<file path="config.mk">
export PLATFORM = sky130hd
export DESIGN_NAME = tps_mul
export DESIGN_NICKNAME = d
export VERILOG_FILES = /design/src/design/tps_pkg.sv /design/src/design/tps_mul.sv
export SDC_FILE = /design/constraint.sdc
export NUM_CORES = 2
export LEC_CHECK = 0
export ABC_AREA = 1
export BUFFER_PORTS_ARGS = -buffer_cell sky130_fd_sc_hd__buf_2
export CAP_MARGIN = 20
export CORE_MARGIN = 1.5
export CORE_UTILIZATION = 43
export CTS_CLUSTER_SIZE = 28
export DETAILED_ROUTE_END_ITERATION = 16
export SYNTH_ARGS = -nofsm -noshare
export SYNTH_HDL_FRONTEND = slang
export SYNTH_SLANG_ARGS = --single-unit
export TNS_END_PERCENT = 30
</file>
<file path="constraint.sdc">
create_clock -name clock -period 7.1 [get_ports clock]
set_clock_uncertainty 0.05 [all_clocks]
set_input_delay 1.065 -clock clock [delete_from_list [all_inputs] [get_ports clock]]
set_output_delay 1.065 -clock clock [all_outputs]
set_load 0.01 [all_outputs]
</file>
<file path="src/design/tps_pkg.sv">
// tps_pkg: shared widths, codes and helpers for the trapezoid profile sampler.
// No dependencies; imported by every module of the block.
`default_nettype none

package tps_pkg;

   localparam int FRAC_BITS = 16;
   localparam int POS_BITS  = 32;
   localparam int VEL_BITS  = 31;
   localparam int DT_BITS   = 17;
   localparam int PROG_BITS = 17;
   localparam int OP_BITS   = 33;
   localparam int PROD_BITS = 2 * OP_BITS;
   localparam int NUM_BITS  = 65;
   localparam int ROOT_BITS = 32;
   localparam int CNT_BITS  = $clog2(NUM_BITS + 1);

   localparam logic [PROG_BITS-1:0] PROG_ONE = PROG_BITS'(1) << FRAC_BITS;

   localparam logic CMD_START = 1'b0;
   localparam logic CMD_TICK  = 1'b1;

   localparam logic [1:0] CSR_MAX_VEL       = 2'd0;
   localparam logic [1:0] CSR_MAX_ACC       = 2'd1;
   localparam logic [1:0] CSR_SAMPLE_PERIOD = 2'd2;

   localparam logic [VEL_BITS-1:0] VEL_RESET = 31'd65536;
   localparam logic [VEL_BITS-1:0] ACC_RESET = 31'd131072;
   localparam logic [DT_BITS-1:0]  DT_RESET  = 17'd655;
   localparam logic [DT_BITS-1:0]  DT_MAX    = 17'd65536;

   typedef struct packed {
      logic start;
      logic sqrt_mode;
   } iter_ctl_type;

   // shift a product right by FRAC_BITS (or one more) and clamp to 32 bits
   function automatic logic [POS_BITS-1:0] sat_shr(input logic [PROD_BITS-1:0] p,
                                                   input logic extra);
      logic [PROD_BITS-1:0] s;
      s = extra ? (p >> (FRAC_BITS + 1)) : (p >> FRAC_BITS);
      sat_shr = (s[PROD_BITS-1:POS_BITS] != '0) ? '1 : s[POS_BITS-1:0];
   endfunction

endpackage

`default_nettype wire

</file>
<file path="src/design/tps_mul.sv">
// tps_mul: shared 33x33 unsigned multiplier with a registered product.
// Depends on tps_pkg.
`default_nettype none

module tps_mul import tps_pkg::*; (
   input  wire logic                 clock,
   input  wire logic [OP_BITS-1:0]   op_a,
   input  wire logic [OP_BITS-1:0]   op_b,
   output logic      [PROD_BITS-1:0] prod
);

   logic [PROD_BITS-1:0] prod_ff;
   logic [PROD_BITS-1:0] prod_in;

   assign prod_in = PROD_BITS'(op_a) * PROD_BITS'(op_b);

   always_ff @(posedge clock) begin
      prod_ff <= prod_in;
   end

   assign prod = prod_ff;

endmodule

`default_nettype wire

</file>
==> out/qor.csv <==
stage,metric,value,unit
clock_network,maximum root-to-sink buffer count,2,
yosys,sequential area share after synthesis,3.313,%
yosys,"basic-gate share of the synthesized area counting and, or, nand and nor cells",18.24,%
setup_path,endpoint kind of the worst setup timing path,flip-flop,
layout,Finished Cell Area,0.04630,sq mm
sta,worst slew margin relative to its limit,69.61,%
sta,fmax,142.0,MHz
floorplan,Total Die Area,0.09458,sq mm
sta,Slew @ Worst Pin,0.4526,ns
yosys,cell accounting for the most synthesized area,fa_1,
global_routing,total congestion overflow,0,
floorplan,Vert. Die Dim,307.5,microns
setup_path,highest net fanout along the worst path,7,
floorplan,I/O Pins,133,
place,HPWL after DPL,101800,microns
clock_network,clock root buffer master,clkbuf_16,
setup_path,arrival time reported for the critical path endpoint,7.24,ns
place,total placed cells including tap cells,6876,
yosys,fraction of synthesized area in multiplexers,0,%
global_routing,GRT Overall Usage,24.95,%
place,routability congestion estimate,0.9266,
clock_network,H-tree depth,3,
drt,Residual DRC,0,
drt,number of nets with antenna violations after routing,0,
yosys,total of flip-flops plus latches after synthesis,66,
clock_network,Hold Buf Count CTS,0,
place,total of buffers placed on input and output ports,132,
setup_path,"most used cell, CP",nand2_1,
yosys,main combinational cell family by area after synthesis,adder cells,
yosys,Post-synth top cells,"inv_1, nand2_1, fa_1",
yosys,"EDFF count, synth",0,
drt,Post-Route WL,115100,microns
min_path,Hold Path Stages,4,
yosys,most area-consuming cells after synthesis,"fa_1, inv_1, nand2_1",
yosys,Post-Synthesis Mean Instance Area,7.372,sq um
layout,Final Instance Count excl. Fillers,6912,
flow_run,number of violations of the max-capacitance limit,0,
setup_path,crit path kind,in2reg,
setup_path,launching element type of the critical path,input pin,
global_routing,vias in the first global route,34124,
yosys,"Primary FF master, synth",dfxtp_1,
sta,min setup slack post-route,0.05720,ns
sta,"Hold Vio Cnt, Final",0,
yosys,most instantiated library cell after synthesis,inv_1,
global_routing,pin count of the biggest net entering global routing,30,
place,minimum setup slack after placement,-0.7803,ns
yosys,combined area of all synthesized cells,0.03988,sq mm
yosys,number of nets produced by synthesis,6700,
yosys,area share of fa/ha/maj cells after synthesis,56.40,%
layout,number of flip-flops in the largest register,66,
drt,detailed router's first-iteration violation count,1810,
setup_path,Slowest Stage Delay on Critical Path,0.57,ns
yosys,share of the synthesized area in the top cell type,48.09,%
floorplan,Starting Density,43.44,%
clock_network,Clock transition at path regs,0.06,ns
drt,average routed wire per standard cell,16.65,microns
floorplan,Cell Rows,111,
min_path,WHS Endpoint,prod[0],
clock_network,Inserted Clock Buffers,9,
global_routing,global-route wire length before repair,184000,microns
clock_network,count of clock tree sinks,66,
sta,Setup Viol. Count Final,0,
floorplan,die outline width,307.5,microns
sta,minimum period implied by the final worst setup slack,7.043,ns
yosys,warnings from Yosys,0,
clock_network,TritonCTS clock tree,yes,
sta,setup repair after global routing missed its margin,yes,
setup_path,data required time of the worst path,7.29,ns
run_status,outcome,completed,
drt,Vias,32122,
yosys,Post-Synthesis Cells,5410,
drt,first-pass iteration count of the detailed router,5,
layout,share of final-layout standard cells stronger than drive strength 1,14.77,%
setup_path,"Max stage delay cell, worst path",fa_1,
place,cell area reported after detailed placement,0.04413,sq mm
yosys,proportion of register bits with asynchronous set or reset after synthesis,0,%
yosys,count of distinct cell types in the synthesized netlist,33,
yosys,xor/xnor share of the synthesized area,0.7906,%
min_path,class of the tightest hold or removal check,in2reg,
sta,max-slew violation count,0,
layout,area added between synthesis and finish,16.09,%
layout,nets@finish,6951,
min_path,origin of the worst min-delay path,op_b[0],
sta,share of the clock period used by the worst path,99.19,%
yosys,"synthesized-area fraction occupied by ao, oa, aoi and oai cells",0.8345,%
floorplan,Core Footprint,0.09180,sq mm
global_routing,antenna violations before repair,3,
drt,average vias per placed instance,4.647,
-- cell usage in the layout, fill, tap and decap left out, types with 4 or more instances in the layout --
cell	Yosys	layout
xor2_2	0	6
nor2_2	18	27
xnor2_1	5	5
fa_2	0	10
o21bai_1	8	7
a21oi_1	42	28
ha_4	0	22
ha_2	0	6
fa_1	958	948
nor3_1	8	5
buf_8	0	9
nor2_4	5	25
a21oi_2	1	10
nand2_1	1649	1543
nand3_2	5	10
nor3_4	1	4
nand3_1	54	46
buf_12	0	35
nor3_2	5	5
buf_2	0	79
nand2_4	0	21
clkbuf_4	0	5
nand4_1	11	11
dfxtp_1	66	66
clkbuf_16	0	13
nor2_1	86	57
buf_4	0	317
ha_1	265	237
buf_6	0	53
nand2_2	11	96
inv_2	12	59
xor2_1	31	24
inv_1	1893	1844
a21oi_4	0	5
-- through the flow --
stage               setup TNS [ns]  hold slack (ns)  utilization (%)
global placement            -28.82            1.410            48.08
finish                           0            1.162            50.44
CTS                      -0.002959            1.218            48.96
global route                -4.523            1.191            50.44
detailed placement          -29.67            1.409            48.08
floorplan                        0            1.285                -
-- logic make-up (layout without fill, tap and decap cells) --
logic type | after synthesis | after routing
compound gates | 58 | 58
xor+xnor | 36 | 36
fa+ha+maj | 1223 | 1223
buf+inv | 2170 | 2426
flops | 66 | 66
other cells | 0 | 3
simple gates | 1857 | 1857
-- how the worst max path moves through the flow --
stage / start / end / depth (start not counted)
after floorplan: op_a[18] / prod[41] / 30
after global placement: op_b[9] / prod[47] / 24
after detailed placement: op_b[9] / prod[31] / 23
after CTS: op_b[19] / prod[31] / 26
after global routing: op_a[26] / prod[47] / 31
final: op_a[26] / prod[51] / 31
-- critical path, delay by kind of cell --
family,cells,cell delay [ns]
AOI/OAI and AO/OA,1,0.17
buffers and inverters,11,1.08
adders and majority gates,9,4.28
and+or+nand+nor,10,0.61
-- metal layers --
metal  share of wire (%)  track usage (%)
met1                  42            32.79
met2                  51            44.54
met3                 4.6            1.968
met4                 2.7            6.072
met5                   0                0
-- layout make-up --
type,instances,area (sq um)
flip-flops and latches,66,1321
fillers,9059,45500
clock inverters,6,71.32
clock buffers,10,239.0
inverters,1906,7159
repair buffers,504,4400
diodes,3,7.507
well taps,1243,1555
multi-input cells,3174,31550
-- repair_timing --
action | 4_1_cts | 5_1_grt
setup buffers | 2 | 13
cloned | 0 | 4
endpoints found under the setup margin | 47 | 49
resized for setup | 129 | 345
pin swaps | 25 | 126
Power is not shown: default switching activity piles up to over one toggle a cycle in this logic, so the estimate is an artifact.
