<file path="src/design/tps_pkg.sv">
// tps_pkg: shared widths, codes and helpers for the trapezoid profile sampler.
// No dependencies; imported by every module of the block.
`default_nettype none

package tps_pkg;

   localparam int FRAC_BITS = 16;
   localparam int POS_BITS  = 32;
   localparam int VEL_BITS  = 31;
   localparam int DT_BITS   = 17;
   localparam int PROG_BITS = 17;
   localparam int OP_BITS   = 33;
   localparam int PROD_BITS = 2 * OP_BITS;
   localparam int NUM_BITS  = 65;
   localparam int ROOT_BITS = 32;
   localparam int CNT_BITS  = $clog2(NUM_BITS + 1);

   localparam logic [PROG_BITS-1:0] PROG_ONE = PROG_BITS'(1) << FRAC_BITS;

   localparam logic CMD_START = 1'b0;
   localparam logic CMD_TICK  = 1'b1;

   localparam logic [1:0] CSR_MAX_VEL       = 2'd0;
   localparam logic [1:0] CSR_MAX_ACC       = 2'd1;
   localparam logic [1:0] CSR_SAMPLE_PERIOD = 2'd2;

   localparam logic [VEL_BITS-1:0] VEL_RESET = 31'd65536;
   localparam logic [VEL_BITS-1:0] ACC_RESET = 31'd131072;
   localparam logic [DT_BITS-1:0]  DT_RESET  = 17'd655;
   localparam logic [DT_BITS-1:0]  DT_MAX    = 17'd65536;

   typedef struct packed {
      logic start;
      logic sqrt_mode;
   } iter_ctl_type;

   // shift a product right by FRAC_BITS (or one more) and clamp to 32 bits
   function automatic logic [POS_BITS-1:0] sat_shr(input logic [PROD_BITS-1:0] p,
                                                   input logic extra);
      logic [PROD_BITS-1:0] s;
      s = extra ? (p >> (FRAC_BITS + 1)) : (p >> FRAC_BITS);
      sat_shr = (s[PROD_BITS-1:POS_BITS] != '0) ? '1 : s[POS_BITS-1:0];
   endfunction

endpackage

`default_nettype wire

</file>
<file path="src/design/tps_iter.sv">
// tps_iter: shared shift-subtract unit, restoring divide (one quotient bit a cycle)
// or integer square root (one root bit a cycle). Depends on tps_pkg.
`default_nettype none

module tps_iter import tps_pkg::*; (
   input  wire logic                clock,
   input  wire logic                reset,
   input  wire iter_ctl_type        ctl,
   input  wire logic [NUM_BITS-1:0] num,
   input  wire logic [OP_BITS-1:0]  den,
   output logic                     done,
   output logic      [NUM_BITS-1:0] quo
);

   localparam logic [CNT_BITS-1:0] DIV_STEPS  = CNT_BITS'(NUM_BITS);
   localparam logic [CNT_BITS-1:0] SQRT_STEPS = CNT_BITS'(ROOT_BITS);

   logic                  busy_ff, busy_in;
   logic                  done_ff, done_in;
   logic                  mode_ff, mode_in;
   logic [CNT_BITS-1:0]   cnt_ff, cnt_in;
   logic [33:0]           rem_ff, rem_in;
   logic [NUM_BITS-1:0]   num_ff, num_in;
   logic [ROOT_BITS-1:0]  root_ff, root_in;
   logic [OP_BITS-1:0]    den_ff, den_in;
   logic [35:0]           opa, opb;
   logic [36:0]           diff;
   logic                  borrow;

   // one subtractor serves both modes
   always_comb begin
      opa    = mode_ff ? {rem_ff, num_ff[NUM_BITS-1:NUM_BITS-2]}
                       : {2'b00, rem_ff[32:0], num_ff[NUM_BITS-1]};
      opb    = mode_ff ? {2'b00, root_ff, 2'b01} : {3'b000, den_ff};
      diff   = {1'b0, opa} - {1'b0, opb};
      borrow = diff[36];
   end

   always_comb begin
      busy_in = busy_ff;
      done_in = 1'b0;
      mode_in = mode_ff;
      cnt_in  = cnt_ff;
      rem_in  = rem_ff;
      num_in  = num_ff;
      root_in = root_ff;
      den_in  = den_ff;
      if (ctl.start) begin
         busy_in = 1'b1;
         mode_in = ctl.sqrt_mode;
         cnt_in  = ctl.sqrt_mode ? SQRT_STEPS : DIV_STEPS;
         rem_in  = '0;
         root_in = '0;
         num_in  = ctl.sqrt_mode ? {num[NUM_BITS-2:0], 1'b0} : num;
         den_in  = den;
      end else if (busy_ff) begin
         rem_in = borrow ? opa[33:0] : diff[33:0];
         cnt_in = cnt_ff - 1'b1;
         if (mode_ff) begin
            root_in = {root_ff[ROOT_BITS-2:0], ~borrow};
            num_in  = {num_ff[NUM_BITS-3:0], 2'b00};
         end else begin
            num_in = {num_ff[NUM_BITS-2:0], ~borrow};
         end
         if (cnt_ff == CNT_BITS'(1)) begin
            busy_in = 1'b0;
            done_in = 1'b1;
         end
      end
   end

   always_ff @(posedge clock) begin
      if (reset) begin
         busy_ff <= 1'b0;
         done_ff <= 1'b0;
         mode_ff <= 1'b0;
         cnt_ff  <= '0;
      end else begin
         busy_ff <= busy_in;
         done_ff <= done_in;
         mode_ff <= mode_in;
         cnt_ff  <= cnt_in;
      end
      rem_ff  <= rem_in;
      num_ff  <= num_in;
      root_ff <= root_in;
      den_ff  <= den_in;
   end

   assign done = done_ff;
   assign quo  = mode_ff ? {{(NUM_BITS-ROOT_BITS){1'b0}}, root_ff} : num_ff;

endmodule

`default_nettype wire

</file>
<file path="config.mk">
export PLATFORM = sky130hd
export DESIGN_NAME = tps_iter
export DESIGN_NICKNAME = d
export VERILOG_FILES = /design/src/design/tps_pkg.sv /design/src/design/tps_iter.sv
export SDC_FILE = /design/constraint.sdc
export NUM_CORES = 1
export LEC_CHECK = 0
export BUFFER_PORTS_ARGS = -buffer_cell sky130_fd_sc_hd__buf_2
export CAP_MARGIN = 30
export CORE_MARGIN = 2
export CORE_UTILIZATION = 33
export DETAILED_ROUTE_END_ITERATION = 8
export HOLD_SLACK_MARGIN = 0.1
export PLACE_DENSITY_LB_ADDON = 0.3
export SYNTH_ARGS = -nofsm -noshare
export SYNTH_HDL_FRONTEND = slang
export SYNTH_SLANG_ARGS = --single-unit
</file>
<file path="constraint.sdc">
create_clock -name clock -period 4.8 [get_ports clock]
set_input_delay 0.24 -clock clock [delete_from_list [all_inputs] [get_ports clock]]
set_output_delay 0.24 -clock clock [all_outputs]
set_load 0.05 [all_outputs]
</file>
==> results.md <==
- Mapped cell area: 0.0107 mm2
- First drt pass iteration count: 5
- Drt drc: 0
- Worst-path maximum fanout: 28
- Standard-cell row count: 65
- LEAKAGE: approximately 5.2 nW
- Syn nets: 1279
- Area growth, synth to finish: 22.5%
- Sequential element share of the synthesized area: 0.419
- Placed insts: 1647
- Post-layout power: 4.62 mW
- Routed WL: around 32000 um
- Min-delay worst type: in -> reg
- Drt wl/cell: between 15 and 20 um
- CTS tree: done
- Clk pin slew, worst setup/hold paths: 0.07 ns
- RSZ-0062 raised after global routing: no
- Routed Antenna Nets: 0
- First-pass GRT wire length: 49600 um
- Final setup vio count: 0
- Number of vias per cell: 5.49
- Clock Path Buffers: 2
- Number of global-route vias before repair: 9115
- Fin crit period: 4.05 ns
- Syn. warnings: 0
- Syn_area_per_cell: 9.34 um2
- Die W: 184 um
- Setup crit start kind: flop
- R2r startpoint: mode_ff
- Global Route Usage Sum: 0.187
- Worst-Margin Slew: 0.741 ns
- Antenna cells: 0
- H-tree levels: 4
- Via count: between 9000 and 10000
- Max Fclk: 0.247 GHz
- Initial Util: 0.337
- # port buffers: ~170
- Share of layout cells above drive strength 1: 0.223
- Post-synth cell types: 64
- Largest cells by area after synthesis: edfxtp_1 28%, dfxtp_1 14%, a22oi_1 7.0%
- EDFF count, synth: between 90 and 100
- GRT Residual Overflow: 0
- Area of the die: around 0.034 mm2
- Critical path startpoint: mode_ff
- Clock latency on the worst-skew pair: 0.44 ns
- Setup CP Type: reg -> reg
- Largest net degree at the start of global routing: 54
- Synth top area share: 0.276
- CTS root buf: clkbuf_16
- Routability cong.: 0.923
- Worst Setup End Kind: flop
- IO Count: ~170
- Yosys reg bits: 174
- Number of gates resized after cts: 0
- Post-synth top area cell: edfxtp_1
- Critical path arrival: 4.40 ns
- Fillers: 3114
- Core box area: about 0.032 mm2
- Cell count after synthesis: 1140
- Setup TNS: 0 ns
- Max-Cap Viols: 0
- Worst EP required: 5.14 ns
- Clk sink count: 174
- Final net count: between 1000 and 1500
- Pins Over Slew Limit: 0
- HP Start: num[26]
- Worst vdd rail ir drop: 255 uV
- Chip height: 184 um
- Synth async-reset ratio: 0
- Hold Vio Cnt, Final: 0
- Initial DRC count: 698
- CTS buffer count: 17
- Fin Clk Skew: 0.0117 ns
- Finished Layout Cells: 1730
- Slew margin rel.: 0.504
- Top_reg_cell synth: edfxtp_1
- Status: complete, no violations
- Antenna violations before repair: 0
- Pwr Density: 354 mW/mm2
- DP HPWL: 22600 um
- Final Cycle Share: 0.845
cell usage in the layout, fill, tap and decap left out, types with 14 or more instances in the layout:
master         netlist  routed
a211oi_1            17      17
a21o_1              17      17
a21oi_1             91      91
a22oi_1            100     100
a311oi_1            15      15
buf_2                3     166
buf_4                1      26
clkbuf_16            0      17
dfxtp_1             76      75
dlygate4sd3_1        0      51
edfxtp_1            98      98
ha_1                36      36
inv_1               15      14
mux2_2              56      56
mux2i_1             46      46
nand2_1            168     168
nand3_1             27      27
nor2_1              49      48
nor2b_1             44      42
nor3_1              20      20
o211ai_1            16      16
o21ai_0             37      37
xnor2_1             22      22
kinds of logic after synthesis:
logic type               count (synthesis)  share of synthesized area
AND/OR/NAND/NOR                        351                      0.150
AO/OA/AOI/OAI                          338                      0.218
flip-flops                             174                      0.419
buffers and inverters                  105                     0.0391
multiplexers                           102                      0.102
adder cells (fa/ha/maj)                 37                     0.0442
XOR/XNOR                                33                     0.0271
cell usage after synthesis, types with 12 or more instances:
library cell / instances
a211oi_1: 17
a21o_1: 17
a21oi_1: 91
a22oi_1: 100
a311oi_1: 15
buf_1: 12
clkbuf_1: 72
dfxtp_1: 76
edfxtp_1: 98
ha_1: 36
inv_1: 15
mux2_2: 56
mux2i_1: 46
nand2_1: 168
nand3_1: 27
nor2_1: 49
nor2b_1: 44
nor3_1: 20
o211ai_1: 16
o21ai_0: 37
xnor2_1: 22
metal layers:
metal,GRT usage,part of all wire
met4,0.0528,0.017
met2,0.294,0.45
met3,0.0293,0.051
met5,0,0
met1,0.265,0.48
registers in the layout, indices dropped and copies added (netlist names):
| register | flops |
|---|---|
| num_ff | 65 |
| rem_ff | 34 |
| den_ff | 33 |
| root_ff | 32 |
| cnt_ff | 7 |
| busy_ff | 1 |
| done | 1 |
| mode_ff | 1 |
critical path, stage by stage, from the launching register on:
cell and delay (ns):
dfxtp_4 0.59, nor2b_1 0.12, a21oi_1 0.22, ha_1 0.20
inv_1 0.05, fa_1 0.40, a21o_1 0.24, a221oi_4 0.36
o211ai_2 0.15, a21o_1 0.27, a21o_1 0.27, a2111oi_4 0.36
buf_4 0.32, o21ai_0 0.12, a311oi_1 0.27
path summary, 6_finish.rpt:
kind | end | slack (ns) | depth (start not counted)
max | rem_ff[14] | 0.75 | 14
min | num_ff[26] | 0.11 | 3
max reg2reg | rem_ff[14] | 0.75 | 14
min reg2reg | root_ff[31] | 0.47 | 2
layout make-up:
type / instances / area (um2) / share of cell area
clock buffers: 20 / 447 / 0.0342
well taps: 402 / 503 / 0.0385
inverters: 15 / 56.3 / 0.00431
multi-input cells: 861 / 5800 / 0.444
repair buffers: 246 / 1600 / 0.122
flip-flops and latches: 174 / 4470 / 0.342
clock inverters: 12 / 184 / 0.0141
stage by stage:
step	hold slack, ns	util	area, um2	worst slack [ns]
detailed placement	0.418	0.376	11900	0.777
finish	0.112	0.412	13100	0.745
global route	0.106	0.412	13100	0.489
floorplan	0.339	-	10700	0.525
CTS	0.101	0.412	13100	0.758
global placement	0.416	0.375	11900	0.918
power breakdown:
group / total (mW) / internal, mW / switching [mW]
clock: 1.52 / 0.892 / 0.627
sequential: 1.81 / 1.72 / 0.0923
combinational: 1.29 / 0.462 / 0.830
repair_timing:
| action | CTS | global route |
|---|---|---|
| buffers inserted | 0 | 0 |
| hold buffers | 51 | 0 |
| endpoints found under the hold margin | 51 | 0 |
Note: power is estimated with default switching activity, not from simulation.
